<file path="src/sv/xxtea_block_cipher_top_macros.svh">
// Assertion macros shared by the XXTEA block cipher RTL.
// Needs a clock named i_clk and an active-low reset named i_rst_n in scope.
`ifndef XXTEA_BLOCK_CIPHER_TOP_MACROS_SVH
`define XXTEA_BLOCK_CIPHER_TOP_MACROS_SVH

// A property that must hold on every clock edge outside reset.
`define XBC_ASSERT(name, prop, msg) \
    name: assert property (@(posedge i_clk) disable iff (!i_rst_n) (prop)) else $error(msg);

// A condition that, once seen, must be followed by another on the next edge.
`define XBC_ASSERT_NEXT(name, ante, cons, msg) \
    name: assert property (@(posedge i_clk) disable iff (!i_rst_n) (ante) |=> (cons)) \
        else $error(msg);

`endif

</file>
<file path="src/sv/xbc_pkg.sv">
// Shared constants and functions of the XXTEA block cipher.
// No dependencies; used by the top level by scoped names.
package xbc_pkg;

    localparam logic [31:0] DELTA     = 32'h9E37_79B9;
    localparam int          PADDR_W   = 5;
    localparam int          ROUNDS_W  = 6;

    localparam logic [2:0] REG_DIRECTION = 3'd0;
    localparam logic [2:0] REG_KEY_WORD0 = 3'd1;
    localparam logic [2:0] REG_KEY_WORD1 = 3'd2;
    localparam logic [2:0] REG_KEY_WORD2 = 3'd3;
    localparam logic [2:0] REG_KEY_WORD3 = 3'd4;

    // Number of full rounds, 6 + 52/n, for a block of n words, n at least 2.
    function automatic logic [ROUNDS_W-1:0] rounds_for(input logic [6:0] n);
        logic [ROUNDS_W-1:0] extra;
        case (n) inside
            7'd2:            extra = 6'd26;
            7'd3:            extra = 6'd17;
            7'd4:            extra = 6'd13;
            7'd5:            extra = 6'd10;
            7'd6:            extra = 6'd8;
            7'd7:            extra = 6'd7;
            7'd8:            extra = 6'd6;
            [7'd9:7'd10]:    extra = 6'd5;
            [7'd11:7'd13]:   extra = 6'd4;
            [7'd14:7'd17]:   extra = 6'd3;
            [7'd18:7'd26]:   extra = 6'd2;
            [7'd27:7'd52]:   extra = 6'd1;
            default:         extra = 6'd0;
        endcase
        return extra + 6'd6;
    endfunction

    // The XXTEA mixing function for one word.
    function automatic logic [31:0] mix(input logic [31:0] z, input logic [31:0] y,
                                        input logic [31:0] s, input logic [31:0] k);
        logic [31:0] a;
        logic [31:0] b;
        a = ((z >> 5) ^ (y << 2)) + ((y >> 3) ^ (z << 4));
        b = (s ^ y) + (k ^ z);
        return a ^ b;
    endfunction

endpackage

</file>
<file path="src/sv/xbc_ram.sv">
// Generic single-clock RAM with one write port and one registered read port.
// No dependencies.
module xbc_ram #(
    parameter int WIDTH = 32,
    parameter int DEPTH = 64
) (
    input  logic                     i_clk,
    input  logic                     i_we,
    input  logic [$clog2(DEPTH)-1:0] i_waddr,
    input  logic [WIDTH-1:0]         i_wdata,
    input  logic                     i_re,
    input  logic [$clog2(DEPTH)-1:0] i_raddr,
    output logic [WIDTH-1:0]         o_rdata
);

    logic [WIDTH-1:0] r_mem [DEPTH];
    logic [WIDTH-1:0] r_rdata;

    always_ff @(posedge i_clk) begin
        if (i_we) begin
            r_mem[i_waddr] <= i_wdata;
        end
        if (i_re) begin
            r_rdata <= r_mem[i_raddr];
        end
    end

    assign o_rdata = r_rdata;

endmodule

</file>
<file path="src/sv/xxtea_block_cipher_top.sv">
// XXTEA block cipher: stream in a block of words, encrypt or decrypt it in place, stream it out.
// Depends on xbc_pkg, xbc_ram and xxtea_block_cipher_top_macros.svh.
//
// Usage: words of a block enter on the s_axis channel, one 32-bit word per item, with
// s_axis_tlast on the final word. The key and the direction are written beforehand through
// the APB port (direction at 0x00, key words 0 to 3 at 0x04 to 0x10) while the block is idle.
// After the last word the block runs 6 + 52/n passes over the n stored words, one word update
// per cycle, bounded by the single read port of the word memory. The words then leave on
// m_axis in their original order, one per cycle while the receiver is ready, m_axis_tlast
// on the final word and m_axis_tuser low. A one-word block is returned unchanged. A block
// longer than MAX_WORDS is dropped and gives a single item with tdata zero, tlast high and
// tuser high. s_axis_tready is low while a block is processed or a read word waits for the
// output register. A stalled receiver holds the output register; the next block may be
// loaded once the last word has been read out. Reset clears the key, the direction and the
// control state; the word memory needs no clearing.
`include "xxtea_block_cipher_top_macros.svh"

module xxtea_block_cipher_top #(
    parameter int MAX_WORDS = 64
) (
    input  logic                        i_clk,
    input  logic                        i_rst_n,
    input  logic                        s_axis_tvalid,
    output logic                        s_axis_tready,
    input  logic [31:0]                 s_axis_tdata,  // [31:0] in_word
    input  logic                        s_axis_tlast,
    output logic                        m_axis_tvalid,
    input  logic                        m_axis_tready,
    output logic [31:0]                 m_axis_tdata,  // [31:0] out_word
    output logic                        m_axis_tlast,
    output logic                        m_axis_tuser,  // [0] block_error
    input  logic                        psel,
    input  logic                        penable,
    input  logic                        pwrite,
    input  logic [xbc_pkg::PADDR_W-1:0] paddr,
    input  logic [31:0]                 pwdata,
    output logic [31:0]                 prdata,
    output logic                        pready
);

    localparam int AW = $clog2(MAX_WORDS);
    localparam int CW = $clog2(MAX_WORDS + 1);

    typedef enum logic [1:0] {S_LOAD, S_RUN, S_EMIT, S_ERR} t_state;

    t_state      r_state;
    logic        r_dir;
    logic [31:0] r_key [4];

    logic [CW-1:0] r_count;
    logic          r_ovf;
    logic [31:0]   r_first;
    logic [AW-1:0] r_lastidx;

    logic          r_iss;
    logic [AW-1:0] r_ip;
    logic [xbc_pkg::ROUNDS_W-1:0] r_ileft;
    logic [31:0]   r_isum;

    logic          r_cv;
    logic          r_cend;
    logic [AW-1:0] r_cp;
    logic [31:0]   r_csum;
    logic [31:0]   r_link;
    logic [31:0]   r_cur;
    logic          r_fwd;
    logic [31:0]   r_fwd_data;

    logic [AW-1:0] r_eidx;
    logic          r_pend;
    logic          r_pend_last;

    logic          r_ovalid;
    logic [31:0]   r_odata;
    logic          r_olast;
    logic          r_oerr;

    logic          in_acc;
    logic          cfg_wr;
    logic [2:0]    cfg_idx;
    logic          store_ok;
    logic          wrap;
    logic [AW-1:0] iss_addr;
    logic [AW-1:0] n_ip;
    logic [31:0]   rd_word;
    logic [31:0]   z_word;
    logic [31:0]   y_word;
    logic [31:0]   mix_word;
    logic [31:0]   new_word;
    logic          load_out;
    logic          e_issue;
    logic          err_load;
    logic [xbc_pkg::ROUNDS_W-1:0] rounds;

    logic          ram_we;
    logic [AW-1:0] ram_waddr;
    logic [31:0]   ram_wdata;
    logic          ram_re;
    logic [AW-1:0] ram_raddr;
    logic [31:0]   ram_rdata;

    assign s_axis_tready = (r_state == S_LOAD) && !r_pend;
    assign in_acc        = s_axis_tvalid && s_axis_tready;
    assign store_ok      = !r_ovf && (r_count != CW'(MAX_WORDS));
    assign rounds        = xbc_pkg::rounds_for(7'(r_count + CW'(1)));

    assign pready  = 1'b1;
    assign cfg_wr  = psel && penable && pwrite && pready;
    assign cfg_idx = paddr[4:2];

    always_comb begin
        case (cfg_idx)
            xbc_pkg::REG_DIRECTION: prdata = {31'd0, r_dir};
            xbc_pkg::REG_KEY_WORD0: prdata = r_key[0];
            xbc_pkg::REG_KEY_WORD1: prdata = r_key[1];
            xbc_pkg::REG_KEY_WORD2: prdata = r_key[2];
            xbc_pkg::REG_KEY_WORD3: prdata = r_key[3];
            default:                prdata = 32'd0;
        endcase
    end

    always_comb begin
        if (r_dir) begin
            wrap     = (r_ip == '0);
            iss_addr = wrap ? r_lastidx : r_ip - AW'(1);
            n_ip     = iss_addr;
        end else begin
            wrap     = (r_ip == r_lastidx);
            iss_addr = wrap ? '0 : r_ip + AW'(1);
            n_ip     = iss_addr;
        end
    end

    assign rd_word  = r_fwd ? r_fwd_data : ram_rdata;
    assign z_word   = r_dir ? rd_word : r_link;
    assign y_word   = r_dir ? r_link : rd_word;
    assign mix_word = xbc_pkg::mix(z_word, y_word, r_csum,
                                   r_key[2'(r_cp) ^ r_csum[3:2]]);
    assign new_word = r_dir ? r_cur - mix_word : r_cur + mix_word;

    assign load_out = r_pend && (!r_ovalid || m_axis_tready);
    assign e_issue  = (r_state == S_EMIT) && (!r_pend || load_out);
    assign err_load = (r_state == S_ERR) && !r_pend && (!r_ovalid || m_axis_tready);

    always_comb begin
        ram_we    = 1'b0;
        ram_waddr = r_cp;
        ram_wdata = new_word;
        ram_re    = 1'b0;
        ram_raddr = iss_addr;
        case (r_state)
            S_LOAD: begin
                ram_we    = in_acc && store_ok;
                ram_waddr = AW'(r_count);
                ram_wdata = s_axis_tdata;
            end
            S_RUN: begin
                ram_we = r_cv;
                ram_re = r_iss;
            end
            S_EMIT: begin
                ram_re    = e_issue;
                ram_raddr = r_eidx;
            end
            default: begin
                ram_we = 1'b0;
            end
        endcase
    end

    xbc_ram #(
        .WIDTH (32),
        .DEPTH (MAX_WORDS)
    ) u_store (
        .i_clk   (i_clk),
        .i_we    (ram_we),
        .i_waddr (ram_waddr),
        .i_wdata (ram_wdata),
        .i_re    (ram_re),
        .i_raddr (ram_raddr),
        .o_rdata (ram_rdata)
    );

    always_ff @(posedge i_clk) begin
        if (!i_rst_n) begin
            r_state  <= S_LOAD;
            r_dir    <= 1'b0;
            r_key[0] <= '0;
            r_key[1] <= '0;
            r_key[2] <= '0;
            r_key[3] <= '0;
            r_count  <= '0;
            r_ovf    <= 1'b0;
            r_iss    <= 1'b0;
            r_cv     <= 1'b0;
            r_cend   <= 1'b0;
            r_fwd    <= 1'b0;
            r_pend   <= 1'b0;
            r_ovalid <= 1'b0;
        end else begin
            if (cfg_wr) begin
                case (cfg_idx)
                    xbc_pkg::REG_DIRECTION: r_dir    <= pwdata[0];
                    xbc_pkg::REG_KEY_WORD0: r_key[0] <= pwdata;
                    xbc_pkg::REG_KEY_WORD1: r_key[1] <= pwdata;
                    xbc_pkg::REG_KEY_WORD2: r_key[2] <= pwdata;
                    xbc_pkg::REG_KEY_WORD3: r_key[3] <= pwdata;
                    default: begin
                    end
                endcase
            end

            r_cv   <= r_iss;
            r_cend <= r_iss && wrap && (r_ileft == xbc_pkg::ROUNDS_W'(1));
            r_cp   <= r_ip;
            r_csum <= r_isum;
            r_fwd  <= r_iss && r_cv && (iss_addr == r_cp);
            r_fwd_data <= new_word;

            case (r_state)
                S_LOAD: begin
                    if (in_acc) begin
                        if (store_ok && r_count == '0) begin
                            r_first <= s_axis_tdata;
                        end
                        if (s_axis_tlast) begin
                            r_count <= '0;
                            r_ovf   <= 1'b0;
                            r_eidx  <= '0;
                            r_lastidx <= AW'(r_count);
                            if (!store_ok) begin
                                r_state <= S_ERR;
                            end else if (r_count == '0) begin
                                r_state <= S_EMIT;
                            end else begin
                                r_state <= S_RUN;
                                r_iss   <= 1'b1;
                                r_ileft <= rounds;
                                if (r_dir) begin
                                    r_link <= r_first;
                                    r_cur  <= s_axis_tdata;
                                    r_ip   <= AW'(r_count);
                                    r_isum <= 32'({26'd0, rounds} * xbc_pkg::DELTA);
                                end else begin
                                    r_link <= s_axis_tdata;
                                    r_cur  <= r_first;
                                    r_ip   <= '0;
                                    r_isum <= xbc_pkg::DELTA;
                                end
                            end
                        end else if (store_ok) begin
                            r_count <= r_count + CW'(1);
                        end else begin
                            r_ovf <= 1'b1;
                        end
                    end
                end
                S_RUN: begin
                    if (r_iss) begin
                        r_ip <= n_ip;
                        if (wrap) begin
                            r_ileft <= r_ileft - xbc_pkg::ROUNDS_W'(1);
                            r_isum  <= r_dir ? r_isum - xbc_pkg::DELTA
                                             : r_isum + xbc_pkg::DELTA;
                            if (r_ileft == xbc_pkg::ROUNDS_W'(1)) begin
                                r_iss <= 1'b0;
                            end
                        end
                    end
                    if (r_cv) begin
                        r_link <= new_word;
                        r_cur  <= rd_word;
                        if (r_cend) begin
                            r_state <= S_EMIT;
                        end
                    end
                end
                S_EMIT: begin
                    if (e_issue) begin
                        r_eidx <= r_eidx + AW'(1);
                        if (r_eidx == r_lastidx) begin
                            r_state <= S_LOAD;
                        end
                    end
                end
                S_ERR: begin
                    if (err_load) begin
                        r_state <= S_LOAD;
                    end
                end
                default: begin
                    r_state <= S_LOAD;
                end
            endcase

            if (e_issue) begin
                r_pend      <= 1'b1;
                r_pend_last <= (r_eidx == r_lastidx);
            end else if (load_out) begin
                r_pend <= 1'b0;
            end

            if (load_out) begin
                r_ovalid <= 1'b1;
                r_odata  <= ram_rdata;
                r_olast  <= r_pend_last;
                r_oerr   <= 1'b0;
            end else if (err_load) begin
                r_ovalid <= 1'b1;
                r_odata  <= 32'd0;
                r_olast  <= 1'b1;
                r_oerr   <= 1'b1;
            end else if (m_axis_tready) begin
                r_ovalid <= 1'b0;
            end
        end
    end

    assign m_axis_tvalid = r_ovalid;
    assign m_axis_tdata  = r_odata;
    assign m_axis_tlast  = r_olast;
    assign m_axis_tuser  = r_oerr;

    `XBC_ASSERT(a_err_item_form, !(r_ovalid && r_oerr) || (r_odata == 32'd0 && r_olast), "error item must be zero and last")
    `XBC_ASSERT_NEXT(a_pend_held, r_pend && r_ovalid && !m_axis_tready, r_pend, "read word lost while output stalled")
    `XBC_ASSERT(a_no_load_during_run, !(r_cv || r_iss) || (r_state == S_RUN), "cipher pass outside run state")
    `XBC_ASSERT(a_step_in_range, !r_cv || (r_cp <= r_lastidx), "word update beyond block end")

endmodule

</file>
<file path="config.mk">
export PLATFORM = sky130hd
export DESIGN_NAME = xxtea_block_cipher_top
export DESIGN_NICKNAME = d
export VERILOG_FILES = /design/src/sv/xbc_pkg.sv /design/src/sv/xbc_ram.sv /design/src/sv/xxtea_block_cipher_top.sv
export VERILOG_INCLUDE_DIRS = /design/src /design/src/sv
export SDC_FILE = /design/constraint.sdc
export NUM_CORES = 2
export LEC_CHECK = 0
export BUFFER_PORTS_ARGS = -buffer_cell sky130_fd_sc_hd__buf_4
export CORE_MARGIN = 3
export CORE_UTILIZATION = 30
export CTS_CLUSTER_DIAMETER = 60
export CTS_CLUSTER_SIZE = 25
export DETAILED_ROUTE_END_ITERATION = 8
export PLACE_DENSITY_LB_ADDON = 0.05
export SYNTH_ARGS = -nofsm -noshare
export SYNTH_HDL_FRONTEND = slang
export SYNTH_HIERARCHICAL = 1
export SYNTH_SLANG_ARGS = --single-unit
export TNS_END_PERCENT = 5
</file>
<file path="constraint.sdc">
create_clock -name i_clk -period 16.52 [get_ports i_clk]
set_clock_uncertainty 0.15 [all_clocks]
set_input_delay 0.826 -clock i_clk [delete_from_list [all_inputs] [get_ports i_clk]]
set_output_delay 0.826 -clock i_clk [all_outputs]
set_load 0.005 [all_outputs]
</file>
==> reports/qor.json <==
{
  "run_status": "finished, final reports clean",
  "setup.worst_path.start_class": "register",
  "finalWeightedCongestion": 0.827,
  "critPathCaptureType": "register",
  "dp_cells": 11227,
  "hold_class": "input pin to register",
  "timing.critical_path.slowest_cell_delay_ns": 0.74,
  "groute.layer.met3.usage_pct": 1.86,
  "synth-async-reset-ratio_pct": 0,
  "min_period_over_period_pct": 63.6,
  "busiest_layer": "met2",
  "die_height_um": 610,
  "post_synth_inst_count": 6411,
  "chipWidth_um": 610,
  "setup.worst_path.class": "register to register",
  "flow.area_growth_from_synthesis_pct": 15.8,
  "pwr-share-clk_pct": 25.4,
  "grt.met2_usage_pct": 33.6,
  "cap_violations": 0,
  "detailedRoute.firstIterationViolations": 4753,
  "fill_cells": 34604,
  "synth_top_flop_cell": "edfxtp_1",
  "post_cts_resize_count": 0,
  "clock_insertion_delay_worst_skew_ns": 0.95,
  "ys_seq_elements": 2482,
  "gr-usage-all-layers_pct": 19.2,
  "worst-endpoint-required_ns": 16.96,
  "combinationalPowerShare_pct": 37.7,
  "routed_wire_length_per_instance_um": 30.9,
  "cts_inserted_buffers": 244,
  "finalHoldViolations": 0,
  "globalRouteOverflowTotal": 0,
  "cp.arrival_ns": 10.94,
  "cts_buffer_depth": 4,
  "vias_per_cell": 5.13,
  "drtPass1Iterations": 7,
  "vias_in_the_first_global_route": 62270,
  "ant_nets": 0,
  "drc": 0,
  "synth_top_area_cell": "edfxtp_1",
  "row_count": 221,
  "synth-seq-area-share_pct": 67.9,
  "period_needed_ns": 10.50,
  "core_area_um2": 363000,
  "antenna_found_initial": 35,
  "floorplan.die_area_um2": 372000,
  "htreeDepth": 4,
  "p_sw_share_pct": 38.4,
  "internal_power_mw": 14.7,
  "place_hpwl_um": 227000,
  "layout-drive-gt1-share_pct": 21.2,
  "postSynthNetCount": 6714,
  "clkTransAtPathRegs_ns": 0.07,
  "crit_slowest_cell": "mux2i_1",
  "crit_start": "r_dir$_SDFFE_PN0P_",
  "power.sequential.fraction_pct": 37.0,
  "final-max-slew-violation-count": 0,
  "worstMarginPinSlew_ns": 1.23,
  "netlist-cell-type-count": 91,
  "power.total_mw": 23.9,
  "io_pins": 146,
  "grt_start_max_net_pins": 87,
  "grt_first_pass_wirelength_um": 506000,
  "tritoncts": "yes",
  "clock-root-buffer": "clkbuf_16",
  "r2r-start": "r_dir$_SDFFE_PN0P_",
  "min_from": "pwdata[0]",
  "grtUsageMet1_pct": 25.9,
  "num_vias": 60381,
  "peakVddDrop_mv": 0.133,
  "static_leakage_nw": 41.4,
  "number_of_buffer_cells_added_on_primary_ports": 142,
  "synth-warning-count": 6,
  "synth.avg_cell_area_um2": 17.1,
  "timing.fmax_mhz": 95.2,
  "setup_viol": 0,
  "cp_max_fo": 64,
  "p_switching_mw": 9.18,
  "detail_route.wirelength_um": 363000,
  "synth.top_cells.by_area": "edfxtp_1 (68%), mux4_2 (9.8%), mux2i_1 (2.9%)",
  "start_util_pct": 30.2,
  "maxSlewHeadroom_pct": 17.1,
  "area_share_of_the_largest_cell_type_after_synthesis_pct": 67.6,
  "synth_edf_count": 2465,
  "setup_total_negative_slack_ns": 0,
  "power_per_standard_cell_area_nw_per_um2": 189,
  "synth.cell_area_um2": 110000,
  "rsz0062_at_grt": "false",
  "fin_cells": 11776,
  "cts.sinks": 2482,
  "final_nets": 7044
}
==> logic make-up after synthesis <==
logic type               after synthesis  share of synthesized area [%]
adder cells (fa/ha/maj)              226                           2.83
AO/OA/AOI/OAI                       1056                           6.54
buffers and inverters                473                           2.10
multiplexers                         850                           13.3
other                                  1                        0.00342
AND/OR/NAND/NOR                      965                           4.46
XOR/XNOR                             358                           2.90
flip-flops                          2482                           67.9
==> cells in the mapped netlist, types with 46 or more instances <==
| library cell | number |
|---|---|
| xnor2_1 | 223 |
| mux4_2 | 478 |
| ha_1 | 190 |
| edfxtp_1 | 2465 |
| nor2b_1 | 57 |
| o21ai_0 | 202 |
| clkbuf_1 | 174 |
| nand2_1 | 224 |
| mux2_2 | 52 |
| buf_2 | 54 |
| a22o_1 | 46 |
| mux2i_1 | 320 |
| and2_1 | 181 |
| nor2_1 | 211 |
| nand3_1 | 92 |
| a21oi_1 | 196 |
| a21o_1 | 65 |
| o22ai_1 | 55 |
| xor2_1 | 132 |
| a22oi_1 | 148 |
| inv_1 | 145 |
==> through the flow <==
stage                     hold slack [ns]  utilization [%]  instance area, um^2  worst slack, ns
after floorplan                     0.256                -               110000             6.32
after global placement              0.304             32.4               117000             6.00
after detailed placement            0.299             32.4               117000             5.90
after CTS                        0.000894             34.9               127000             5.87
after global routing               0.0395             34.9               127000             5.39
final                               0.103             34.9               127000             6.02
==> power by group through the flow <==
stage                     clock (mW)  combinational [mW]  sequential [mW]
after floorplan                    0                5.28             9.03
after global placement             0                9.11             8.97
after detailed placement           0                9.18             8.99
after CTS                       6.27                9.24             8.85
after global routing            6.50                9.80             8.87
final                           6.07                9.00             8.84
==> metal layers <==
layer / wire length [um] / part of all wire (%) / vias up
li1: - / - / 26370
met1: 160000 / 44 / 32404
met2: 183000 / 50 / 1265
met3: 13800 / 3.8 / 332
met4: 6620 / 1.8 / 10
met5: 69 / 0.019 / -
==> final cells by class <==
cell class,count,area [um^2],area share (%)
clock inverter,202,2470,1.94
sequential,2482,74400,58.6
tap,4794,6000,4.73
timing repair buffer,410,3310,2.61
antenna,28,70.1,0.0552
multi-input combinational,3456,33900,26.7
clock buffer,257,6210,4.89
inverter,147,553,0.436
==> layout by cell type, fill, tap and decap left out, types with 28 or more instances in the layout <==
master / synthesis / layout
nand3_1: 92 / 92
nand2b_1: 34 / 33
mux2i_1: 320 / 320
a211oi_1: 44 / 44
inv_1: 145 / 145
a22oi_1: 148 / 148
a31oi_1: 43 / 43
fa_1: 36 / 36
mux2_2: 52 / 52
diode_2: 0 / 28
xor2_1: 132 / 131
edfxtp_1: 2465 / 2465
mux4_2: 478 / 478
clkbuf_16: 0 / 246
nor2_4: 0 / 71
a21o_1: 65 / 65
a22o_1: 46 / 46
and3_1: 35 / 35
o22ai_1: 55 / 55
ha_1: 190 / 188
nor2b_1: 57 / 50
inv_8: 0 / 33
bufinv_16: 0 / 29
a221o_1: 33 / 33
a21oi_1: 196 / 195
nor3_1: 38 / 36
inv_6: 0 / 40
nand2_1: 224 / 223
o21ai_0: 202 / 173
xnor2_1: 223 / 222
and2_1: 181 / 179
dlygate4sd3_1: 0 / 62
buf_4: 30 / 342
nor2_1: 211 / 137
==> flip-flops by register name (all words and copies together), names as in the netlist, 7 cells and up <==
name and cells:
r_key 128, u_store/r_mem 2048, r_csum 32, r_first 32
r_fwd_data 32, m_axis_tdata 32, r_cur 32, u_store/o_rdata 32
r_count 7, r_isum 32, r_link 32
==> final timing paths <==
check | to | slack, ns | cells past startpoint
worst max-delay path | u_store/r_mem[15][31]$_DFFE_PP_ | 6.02 | 28
worst max register to register | u_store/r_mem[15][31]$_DFFE_PP_ | 6.02 | 28
worst min-delay path | r_key[1][0]$_SDFFCE_PN0P_ | 0.10 | 2
worst min register to register | r_csum[26]$_DFFE_PP_ | 0.31 | 0
==> critical path, delay by kind of cell, from the launching register on <==
family,cells,cell delay (ns)
xor+xnor,6,1.66
simple gates,2,0.42
mux,2,0.91
fa+ha+maj,2,0.71
compound gates,13,3.44
flops,1,0.66
buf+inv,3,1.93
==> what timing repair did <==
| action | CTS | global route |
|---|---|---|
| setup buffers | 0 | 0 |
| endpoints found under the hold margin | 139 | 0 |
| hold buffers | 62 | 0 |
Power figures use the tool's default switching activity.
